===== src/sv/bta_pkg.sv =====
// Shared types and constants for the boundary-tag first-fit allocator.
// No dependencies; imported by every module of the block except the tag store.
package bta_pkg;

   // Fixed field widths of the request and response channels
   localparam int BYTES_W = 17;
   localparam int UNIT_W  = 12;
   // Width of a needed-unit count over the full byte field:
   // ceil((2^17 - 1)/16) + 2 = 8194
   localparam int NEED_W  = 14;

   // Request operation codes
   typedef enum logic {
      OP_ALLOC = 1'b0,
      OP_FREE  = 1'b1
   } op_type;

   // Controller sequencer states
   typedef enum logic [3:0] {
      ST_INIT_HEAD,
      ST_INIT_FOOT,
      ST_IDLE,
      ST_WALK,
      ST_FREE_HEAD,
      ST_FREE_NEXT,
      ST_FREE_PFOOT,
      ST_FREE_PREV,
      ST_FREE_FIN,
      ST_WRITE,
      ST_RESULT
   } state_type;

   // Finished result handed from the controller to the response register
   typedef struct packed {
      logic              valid;
      logic [UNIT_W-1:0] unit;
      logic              ok;
   } res_type;

endpackage


===== src/sv/bta_ctrl.sv =====
// Allocator sequencer: first-fit walk, coalescing free, tag write-back.
// Depends on bta_pkg; drives the ports of bta_tag_ram.
module bta_ctrl #(
   parameter int ARENA_UNITS = 4096
) (
   input  logic                                 clock,
   input  logic                                 reset,
   input  logic                                 req_valid,
   output logic                                 req_ready,
   input  logic                                 req_operation,
   input  logic [bta_pkg::BYTES_W-1:0]          req_request_bytes,
   input  logic [bta_pkg::UNIT_W-1:0]           req_payload_unit,
   output logic                                 wr_en,
   output logic [$clog2(ARENA_UNITS)-1:0]       wr_addr,
   output logic [$clog2(ARENA_UNITS+1):0]       wr_data,
   output logic                                 rd_en,
   output logic [$clog2(ARENA_UNITS)-1:0]       rd_addr,
   input  logic [$clog2(ARENA_UNITS+1):0]       rd_data,
   output bta_pkg::res_type                     res,
   input  logic                                 res_ready
);

   import bta_pkg::*;

   localparam int AW = $clog2(ARENA_UNITS);
   localparam int SW = $clog2(ARENA_UNITS + 1);
   localparam int XW = (SW + 2 > 14) ? SW + 2 : 14;
   localparam logic [XW-1:0] ARENA_X = XW'(ARENA_UNITS);
   localparam logic [SW-1:0] ARENA_S = SW'(ARENA_UNITS);
   localparam logic [AW-1:0] LAST_A  = AW'(ARENA_UNITS - 1);

   state_type           state_ff, state_in;
   logic [SW-1:0]       b_ff, b_in;
   logic [NEED_W-1:0]   need_ff, need_in;
   logic [AW-1:0]       h_ff, h_in;
   logic [AW-1:0]       p_ff, p_in;
   logic [AW-1:0]       lo_ff, lo_in;
   logic [XW-1:0]       total_ff, total_in;
   logic [AW-1:0]       head_a_ff, head_a_in;
   logic [SW-1:0]       size_a_ff, size_a_in;
   logic                used_a_ff, used_a_in;
   logic                foot_en_ff, foot_en_in;
   logic [AW-1:0]       head_b_ff, head_b_in;
   logic [SW-1:0]       size_b_ff, size_b_in;
   logic                two_ff, two_in;
   logic [1:0]          wcnt_ff, wcnt_in;
   logic [UNIT_W-1:0]   unit_ff, unit_in;
   logic                ok_ff, ok_in;

   logic [SW-1:0]       rd_size;
   logic                rd_used;
   logic [XW-1:0]       sx, bx, hx, nx, lox, room, rem, nb;
   logic [BYTES_W:0]    bytes_up;
   logic [UNIT_W-1:0]   h_raw;
   logic [AW-1:0]       foot_a, foot_b;
   logic                last_wr;

   assign rd_size = rd_data[SW:1];
   assign rd_used = rd_data[0];
   assign sx      = XW'(rd_size);
   assign bx      = XW'(b_ff);
   assign hx      = XW'(h_ff);
   assign nx      = XW'(need_ff);
   assign lox     = XW'(lo_ff);
   assign rem     = sx - nx;
   assign nb      = bx + sx;
   assign room    = ARENA_X - lox;

   assign bytes_up = {1'b0, req_request_bytes} + (BYTES_W + 1)'(15);
   assign h_raw    = req_payload_unit - UNIT_W'(1);

   assign foot_a  = AW'(XW'(head_a_ff) + XW'(size_a_ff) - XW'(1));
   assign foot_b  = AW'(XW'(head_b_ff) + XW'(size_b_ff) - XW'(1));
   assign last_wr = two_ff ? (wcnt_ff == 2'd3) : (wcnt_ff == 2'd1);

   assign res.valid = (state_ff == ST_RESULT);
   assign res.unit  = unit_ff;
   assign res.ok    = ok_ff;

   // Hold state register
   always_ff @(posedge clock) begin
      if (reset) begin
         state_ff <= ST_INIT_HEAD;
      end else begin
         state_ff <= state_in;
      end
   end

   // Hold working registers
   always_ff @(posedge clock) begin
      b_ff       <= b_in;
      need_ff    <= need_in;
      h_ff       <= h_in;
      p_ff       <= p_in;
      lo_ff      <= lo_in;
      total_ff   <= total_in;
      head_a_ff  <= head_a_in;
      size_a_ff  <= size_a_in;
      used_a_ff  <= used_a_in;
      foot_en_ff <= foot_en_in;
      head_b_ff  <= head_b_in;
      size_b_ff  <= size_b_in;
      two_ff     <= two_in;
      wcnt_ff    <= wcnt_in;
      unit_ff    <= unit_in;
      ok_ff      <= ok_in;
   end

   // Next state, memory requests and register updates
   always_comb begin
      state_in   = state_ff;
      b_in       = b_ff;
      need_in    = need_ff;
      h_in       = h_ff;
      p_in       = p_ff;
      lo_in      = lo_ff;
      total_in   = total_ff;
      head_a_in  = head_a_ff;
      size_a_in  = size_a_ff;
      used_a_in  = used_a_ff;
      foot_en_in = foot_en_ff;
      head_b_in  = head_b_ff;
      size_b_in  = size_b_ff;
      two_in     = two_ff;
      wcnt_in    = wcnt_ff;
      unit_in    = unit_ff;
      ok_in      = ok_ff;
      req_ready  = 1'b0;
      wr_en      = 1'b0;
      wr_addr    = '0;
      wr_data    = '0;
      rd_en      = 1'b0;
      rd_addr    = '0;

      unique case (state_ff)
         // Lay down the single free block that spans the arena
         ST_INIT_HEAD: begin
            wr_en    = 1'b1;
            wr_addr  = '0;
            wr_data  = {ARENA_S, 1'b0};
            state_in = ST_INIT_FOOT;
         end
         ST_INIT_FOOT: begin
            wr_en    = 1'b1;
            wr_addr  = LAST_A;
            wr_data  = {ARENA_S, 1'b0};
            state_in = ST_IDLE;
         end
         // Take a request and start its first read
         ST_IDLE: begin
            req_ready = 1'b1;
            unit_in   = '0;
            ok_in     = 1'b0;
            if (req_valid) begin
               if (op_type'(req_operation) == OP_ALLOC) begin
                  need_in = NEED_W'(bytes_up >> 4) + NEED_W'(2);
                  b_in    = '0;
                  if (req_request_bytes == '0) begin
                     state_in = ST_RESULT;
                  end else begin
                     rd_en    = 1'b1;
                     rd_addr  = '0;
                     state_in = ST_WALK;
                  end
               end else begin
                  h_in = AW'(h_raw);
                  if (req_payload_unit == '0 || XW'(h_raw) >= ARENA_X) begin
                     state_in = ST_RESULT;
                  end else begin
                     rd_en    = 1'b1;
                     rd_addr  = AW'(h_raw);
                     state_in = ST_FREE_HEAD;
                  end
               end
            end
         end
         // Examine one block header per cycle, prefetching the next one
         ST_WALK: begin
            if (sx < XW'(2) || sx > ARENA_X - bx) begin
               state_in = ST_RESULT;
            end else if (!rd_used && sx >= nx) begin
               head_a_in  = AW'(b_ff);
               used_a_in  = 1'b1;
               foot_en_in = 1'b1;
               wcnt_in    = '0;
               unit_in    = UNIT_W'(bx + XW'(1));
               ok_in      = 1'b1;
               if (rem >= XW'(2)) begin
                  size_a_in = SW'(need_ff);
                  head_b_in = AW'(bx + nx);
                  size_b_in = SW'(rem);
                  two_in    = 1'b1;
               end else begin
                  size_a_in = rd_size;
                  two_in    = 1'b0;
               end
               state_in = ST_WRITE;
            end else if (nb == ARENA_X) begin
               state_in = ST_RESULT;
            end else begin
               b_in    = SW'(nb);
               rd_en   = 1'b1;
               rd_addr = AW'(nb);
            end
         end
         // Freed block header: size and next-block read
         ST_FREE_HEAD: begin
            total_in = sx;
            lo_in    = h_ff;
            if (rd_size != '0 && sx < ARENA_X - hx) begin
               rd_en    = 1'b1;
               rd_addr  = AW'(hx + sx);
               state_in = ST_FREE_NEXT;
            end else if (h_ff != '0) begin
               rd_en    = 1'b1;
               rd_addr  = h_ff - AW'(1);
               state_in = ST_FREE_PFOOT;
            end else begin
               state_in = ST_FREE_FIN;
            end
         end
         // Absorb a free next block
         ST_FREE_NEXT: begin
            if (!rd_used) begin
               total_in = total_ff + sx;
            end
            if (h_ff != '0) begin
               rd_en    = 1'b1;
               rd_addr  = h_ff - AW'(1);
               state_in = ST_FREE_PFOOT;
            end else begin
               state_in = ST_FREE_FIN;
            end
         end
         // Previous footer locates the previous header
         ST_FREE_PFOOT: begin
            if (rd_size != '0 && sx <= hx) begin
               p_in     = AW'(hx - sx);
               rd_en    = 1'b1;
               rd_addr  = AW'(hx - sx);
               state_in = ST_FREE_PREV;
            end else begin
               state_in = ST_FREE_FIN;
            end
         end
         // Absorb a free previous block
         ST_FREE_PREV: begin
            if (!rd_used) begin
               lo_in    = p_ff;
               total_in = total_ff + sx;
            end
            state_in = ST_FREE_FIN;
         end
         // Clip the merged block at the arena end and set up its tags
         ST_FREE_FIN: begin
            head_a_in  = lo_ff;
            size_a_in  = (total_ff > room) ? SW'(room) : SW'(total_ff);
            foot_en_in = (total_ff > room) ? (room != '0) : (total_ff != '0);
            used_a_in  = 1'b0;
            two_in     = 1'b0;
            wcnt_in    = '0;
            unit_in    = '0;
            ok_in      = 1'b1;
            state_in   = ST_WRITE;
         end
         // Write back header and footer tags, one per cycle
         ST_WRITE: begin
            wr_en   = 1'b1;
            wcnt_in = wcnt_ff + 2'd1;
            case (wcnt_ff)
               2'd0: begin
                  wr_addr = head_a_ff;
                  wr_data = {size_a_ff, used_a_ff};
               end
               2'd1: begin
                  wr_addr = foot_en_ff ? foot_a : head_a_ff;
                  wr_data = {size_a_ff, used_a_ff};
               end
               2'd2: begin
                  wr_addr = head_b_ff;
                  wr_data = {size_b_ff, 1'b0};
               end
               default: begin
                  wr_addr = foot_b;
                  wr_data = {size_b_ff, 1'b0};
               end
            endcase
            if (last_wr) begin
               state_in = ST_RESULT;
            end
         end
         // Hand the result over once the response register has room
         ST_RESULT: begin
            if (res_ready) begin
               state_in = ST_IDLE;
            end
         end
         default: begin
            state_in = ST_IDLE;
         end
      endcase
   end

endmodule


===== config.mk =====
export PLATFORM = sky130hd
export DESIGN_NAME = bta_ctrl
export DESIGN_NICKNAME = d
export VERILOG_FILES = /design/src/sv/bta_pkg.sv /design/src/sv/bta_ctrl.sv
export SDC_FILE = /design/constraint.sdc
export NUM_CORES = 1
export LEC_CHECK = 0
export BUFFER_PORTS_ARGS = -buffer_cell sky130_fd_sc_hd__buf_4
export CAP_MARGIN = 25
export CELL_PAD_IN_SITES_DETAIL_PLACEMENT = 0
export CELL_PAD_IN_SITES_GLOBAL_PLACEMENT = 1
export CORE_MARGIN = 8
export CORE_UTILIZATION = 45
export CTS_CLUSTER_DIAMETER = 40
export CTS_CLUSTER_SIZE = 16
export DETAILED_ROUTE_END_ITERATION = 10
export MAX_ROUTING_LAYER = met4
export PLACE_DENSITY = 0.8
export SYNTH_ARGS = -nofsm -noshare
export SYNTH_HDL_FRONTEND = slang
export SYNTH_SLANG_ARGS = --single-unit

===== constraint.sdc =====
create_clock -name clock -period 6.04 [get_ports clock]
set_clock_uncertainty 0.05 [all_clocks]
set_input_delay 0.906 -clock clock [delete_from_list [all_inputs] [get_ports clock]]
set_output_delay 0.906 -clock clock [all_outputs]
set_load 0.02 [all_outputs]

==> out/results.txt, run 1 <==
Status -> finished clean
Worst min path class -> register to register
Core area -> 32200 um^2
Placed Instance Area -> 15700 um^2
Met3 wire length -> 2440 um
CP Capture Type -> output pin
GRT Util Overall -> 24.7%
Yosys Warn Count -> 0
Largest net degree at the start of global routing -> 40
Post-Route Setup TNS -> 0 ps
Nets@finish -> 1980
Synth Instances -> 1670
Post-detailed-route DRC marker count -> 0
Share of layout cells above drive strength 1 -> 11.0%
Post-Layout Cell Count -> 2168
Initial antenna violation count -> 0
Die height -> 196 um
Final HPWL DP -> 36300 um
Vias per Instance -> 5.98
Fin. max-slew vios -> 0
Static leakage -> 7.07 nW
First-pass GRT wire length -> 71600 um
DRT Pass-1 Iters -> 7
Hold Fails Final Rpt -> 0
RSZ-0062 raised after global routing -> no
FF+latch count, synth -> 150
WP data arrival -> 4690 ps
H-Tree Depth -> 4
Total power -> 5.20 mW
Worst slew pin tran -> 984 ps
Longest Clk Path Bufs -> 2
Vias in the first global route -> 12.5k
Avg Inst Size Synth -> 8.72 um^2
WP buf/inv -> 1
Reg-to-reg slack, setup -> 1460 ps
Met1 wire length -> 20200 um
Startpoint Class -> register
Critical Path, Cell by Cell -> nor4_1, nand3_1, or4_1, xnor2_1, ha_1, nand3_1, or4_1, a31oi_1, a21oi_1, a211oi_1, o21ai_2, o221ai_1, buf_4
Die X -> 196 um
WHS -> 510 ps
Minimum clock period -> 5640 ps
CP max-delay cell -> edfxtp_1
Family with the most delay on the worst path -> simple AND/OR/NAND/NOR gates
Uppermost routed layer -> met4
Ports -> 103
Total global routing overflow -> 0
Area Overhead vs Synth -> 12.7%
Post-route cell area -> 16400 um^2
Setup ws final -> 398 ps
Worst-skew pair later-pin latency -> 450 ps
Top FF cell, synth -> edfxtp_1
Antenna diodes -> 0
Final WL -> 46600 um
Post-CTS Setup Bufs -> 0
# setup viols final -> 0
Clock Sinks -> 150
Initial drt markers -> 1098
Post-synth EDFFs -> 146
Port Buffers -> 102
Max_slew headroom -> 34.4%
Root buf cell -> clkbuf_16
Syn Nets -> 1901
Crit path kind -> register to output pin
DR WL/cell -> 21.5 um
Critical Path RT -> 5080 ps
Initial core utilization -> 45.2%
FILL cells -> 3043
DRT antenna net count -> 0
Hold-fix buffers, CTS -> 0
Fmax -> 177 MHz
Synthesized area -> 14600 um^2
Die ar. -> 38400 um^2
CP peak stage delay -> 600 ps
Power density over the cells -> 317 nW/um^2
Final period util -> 93.4%
VDD IR max -> 0.163 mV
Pre-CTS setup slack -> 781 ps
Vias -> 13.0k
Max-Cap Viols -> 0
Gpl congestion -> 0.973
Crit Path Max Fanout -> 12
CTS buffer count -> 17
Site Rows -> 66
Sequential element share of the synthesized area -> 30.7%
Met2 WL -> 22100 um
Synth cell types -> 83
Clk slew on worst S/H paths -> 60 ps
Placed insts -> 2134
Async S/R FF share, synth -> 0%
CTS tree -> done
Post-layout util -> 50.9%
[synthesized netlist by cell type (all sizes together), types with 14 or more instances]
cell    count  share of area [%]
or2        14               0.60
xnor2      75                4.5
edfxtp    146                 30
nor4       26                1.2
o21ai      77                2.7
mux2i      14               0.96
and3       15               0.64
o211ai     18               0.93
clkbuf     43                1.1
nor2      112                2.9
nand2     155                4.0
nand3      40                1.4
a21oi     111                3.8
nor2b      23               0.99
a31oi      23               0.99
a21o       31                1.6
ha        175                 15
buf        15               0.55
nor3       47                1.6
inv       184                4.7
xor2       63                3.8
nand4      17               0.73
[repair_timing]
action	CTS	global route
endpoints found under the setup margin	0	2
hold endpoints to repair	0	0
resized for setup	0	1
[per-layer routing]
layer  vias up  global-route usage (%)
li1       6238                       -
met1      6145                    31.1
met2       478                    39.9
met3        99                    2.31
met4         0                    11.1
met5         -                       -
[flip-flops by register name (all words and copies together) (netlist names), 13 cells and up]
signal,cells
b_ff,13
need_ff,14
size_a_ff,13
size_b_ff,13
total_ff,15
[report_power, final]
group / switching [mW] / internal [mW] / total [mW]
combinational: 1.51 / 0.941 / 2.45
clock: 0.439 / 0.727 / 1.17
sequential: 0.198 / 1.39 / 1.59
[worst register-to-register path, stage by stage, from the launching register on]
cell      delay (ps)
edfxtp_1         600
nor4_1           430
nand3_1          200
or4_1            450
xnor2_1          150
ha_1             330
nand3_1          110
or4_1            510
a31oi_1          140
a21oi_1           80
nor4bb_1         480
nor2_1           150
a21oi_2          170
buf_4            370
[worst paths after layout]
check | startpoint | to | cells after the start
worst min register to register | p_ff[7] | lo_ff[7] | 1
worst min-delay path | p_ff[7] | lo_ff[7] | 1
worst max register to register | b_ff[3] | head_a_ff[6] | 13
worst max-delay path | b_ff[3] | rd_addr[0] | 13
[layout make-up]
class                      count  area (um^2)  share of cell area, %
clock buffer                  17          425                   2.59
multi-input combinational   1277         9190                   56.0
timing repair buffer         118          913                   5.57
inverter                     185          694                   4.23
sequential                   150         4460                   27.2
tap                          408          510                   3.11
clock inverter                13          206                   1.26
[layout by cell type (no fill, tap or decap), types with 8 or more instances in the layout]
cell / n
inv_1: 184
ha_1: 175
nand2_1: 155
edfxtp_1: 146
buf_4: 116
nor2_1: 111
a21oi_1: 110
xnor2_1: 75
o21ai_0: 74
xor2_1: 63
nor3_1: 46
nand3_1: 40
a21o_1: 31
nor4_1: 25
nor2b_1: 23
a31oi_1: 22
o211ai_1: 18
nand4_1: 17
clkbuf_16: 17
and3_1: 15
or2_2: 14
mux2i_1: 14
mux2_2: 13
o21a_1: 12
o31ai_1: 12
or3_1: 12
and2_1: 12
nand2b_1: 12
a211oi_1: 11
a221oi_1: 11
or4_1: 10
a32oi_1: 10
a22oi_1: 9
a211o_1: 8
fa_1: 8
[cell families after synthesis]
| kind of cell | Yosys count | synth area share, % |
|---|---|---|
| mux | 27 | 1.97 |
| simple gates | 519 | 17.5 |
| flops | 150 | 30.7 |
| buf+inv | 243 | 6.43 |
| compound gates | 409 | 18.9 |
| xor+xnor | 138 | 8.30 |
| fa+ha+maj | 184 | 16.2 |
Power figures use the tool's default switching activity.
==> inputs of run 2 (changes only) <==
--- a/config.mk
+++ b/config.mk
@@ -10,12 +10,12 @@
 export CELL_PAD_IN_SITES_DETAIL_PLACEMENT = 0
 export CELL_PAD_IN_SITES_GLOBAL_PLACEMENT = 1
 export CORE_MARGIN = 8
-export CORE_UTILIZATION = 45
+export CORE_UTILIZATION = 48
 export CTS_CLUSTER_DIAMETER = 40
 export CTS_CLUSTER_SIZE = 16
 export DETAILED_ROUTE_END_ITERATION = 10
 export MAX_ROUTING_LAYER = met4
-export PLACE_DENSITY = 0.8
+export PLACE_DENSITY = 0.84
 export SYNTH_ARGS = -nofsm -noshare
 export SYNTH_HDL_FRONTEND = slang
 export SYNTH_SLANG_ARGS = --single-unit
==> constraint.sdc (replaced) <==
create_clock -name clock -period 5.4 [get_ports clock]
set_clock_uncertainty 0.05 [all_clocks]
set_input_delay 0.81 -clock clock [delete_from_list [all_inputs] [get_ports clock]]
set_output_delay 0.81 -clock clock [all_outputs]
set_load 0.01 [all_outputs]
==> out/results.txt, run 2 (synthesis gave the netlist of run 1 again) <==
Antenna diodes -> 0 (unchanged)
Die height -> 190 um (-2.9%)
Hold-fix buffers, CTS -> 0 (unchanged)
Vias in the first global route -> 12.5k (-0.52%)
Max-Cap Viols -> 0 (unchanged)
Die ar. -> 36200 um^2 (-5.7%)
Final HPWL DP -> 37700 um (+3.7%)
Post-Layout Cell Count -> 2175 (+0.32%)
Final WL -> 47800 um (+2.5%)
Family with the most delay on the worst path -> simple AND/OR/NAND/NOR gates
WP data arrival -> 4240 ps (-450 ps)
Cell depth of the worst setup path -> 14 (+1)
Root buf cell -> clkbuf_16
Largest regs -> total_ff x15, need_ff x14
Worst min path class -> register to register
Minimum clock period -> 5100 ps
Most flop-heavy register -> total_ff
Vias -> 13.0k (+0.69%)
Power density over the cells -> 341 nW/um^2 (+7.5%)
CP max-delay cell -> or4_1
CP Capture Type -> output pin
Clk slew on worst S/H paths -> 70 ps (about the same)
Post-layout util -> 55.5% (+4.5 points)
Most common cell after layout, fill and taps aside -> inv_1
R2R cell count -> 14 (+1)
Static leakage -> 7.15 nW (+1.1%)
Final period util -> 94.5%
CTS tree -> done
GRT Util Overall -> 26.6% (+1.9 points)
RSZ-0062 raised after global routing -> no
First-pass GRT wire length -> 72100 um (+0.70%)
Startpoint Class -> register
Post-Route Setup TNS -> 0 ps (unchanged)
Clock Sinks -> 150 (unchanged)
Nets@finish -> 2005 (+1.3%)
Total global routing overflow -> 0 (unchanged)
Initial drt markers -> 1164 (+6.0%)
CP peak stage delay -> 500 ps (-100 ps)
Share of layout cells above drive strength 1 -> 12.1% (+1.1 points)
Hold Crit Depth -> 1 (unchanged)
Post-detailed-route DRC marker count -> 0 (unchanged)
Post-route cell area -> 16500 um^2 (+0.49%)
Fmax -> 196 MHz
Initial core utilization -> 49.0% (+3.8 points)
Placed insts -> 2143 (+0.42%)
Max_slew headroom -> 33.7% (-0.73 points)
CTS buffer count -> 17 (unchanged)
Fin. max-slew vios -> 0 (unchanged)
Critical Path RT -> 4540 ps (-540 ps)
Die X -> 190 um (-2.9%)
Commonest cells after routing, fill and taps aside -> inv_1, ha_1, nand2_1
Ports -> 103 (unchanged)
Site Rows -> 63 (-4.5%)
VDD IR max -> 0.219 mV (+34%)
Hold Fails Final Rpt -> 0 (unchanged)
Area Overhead vs Synth -> 13.2%
Vias per Instance -> 6.00 (+0.36%)
Gpl congestion -> 0.978 (+0.57%)
DRT antenna net count -> 0 (unchanged)
Placed Instance Area -> 15900 um^2 (+1.2%)
Crit path kind -> register to output pin
PostCTS Resize Cnt -> 0 (unchanged)
Crit Path Max Fanout -> 12 (unchanged)
Initial antenna violation count -> 0 (unchanged)
Critical Path, Cell by Cell -> nor4_1, buf_4, nand3_1, or4_1, xnor2_1, ha_1, nand3_1, or4_1, a31oi_1, a21oi_1, a211oi_2, o21ai_2, o2111ai_1, buf_4
# setup viols final -> 0 (unchanged)
Worst-skew pair later-pin latency -> 440 ps (about the same)
Longest Clk Path Bufs -> 2 (unchanged)
H-Tree Depth -> 4 (unchanged)
Core area -> 29700 um^2 (-7.7%)
Worst slew pin tran -> 993 ps (+8.51 ps)
Post-CTS Setup Bufs -> 0 (unchanged)
Status -> finished clean
DRT Pass-1 Iters -> 9 (+2)
Port Buffers -> 102 (unchanged)
Largest net degree at the start of global routing -> 40 (unchanged)
WP buf/inv -> 2 (+1)
DR WL/cell -> 22.0 um (+2.2%)
Max FFs per register -> 15 (unchanged)
==> run 2: final timing paths <==
kind	from	to	slack (ps)
max	b_ff[5]	rd_addr[1]	300
min	p_ff[11]	lo_ff[11]	510
max reg2reg	b_ff[5]	head_b_ff[1]	950
min reg2reg	p_ff[11]	lo_ff[11]	510
==> run 2: per-layer routing <==
layer / routed length [um] / vias to the layer above / track usage, % / part of all wire [%]
met1: 20400 / 6184 / 33.2 / 43
li1: - / 6277 / - / -
met5: 0 / - / - / 0
met2: 22500 / 488 / 43.0 / 47
met3: 2860 / 100 / 3.53 / 6.0
met4: 2000 / 0 / 11.3 / 4.2
==> run 2: through the flow <==
stage               setup WS [ps]  total power [mW]  hold slack (ps)
CTS                          60.6              5.60              511
global placement              456              4.40              484
floorplan                     274              3.45              475
detailed placement            434              4.43              489
finish                        296              5.61              514
global route                 20.3              5.94              532
==> run 2: layout make-up <==
class,instances,area [um^2]
Clock buffer,19,433
Multi-Input combinational cell,1277,9190
Clock inverter,11,129
Inverter,185,694
Tap cell,390,488
Timing Repair Buffer,143,1090
Fill cell,2758,13200
Sequential cell,150,4460
==> run 2: report_power, final <==
part	total (mW)	switching [mW]	internal [mW]	leakage [nW]
clock network	1.17	0.494	0.678	0.270
registers	1.74	0.185	1.55	1.36
logic	2.71	1.63	1.08	5.52
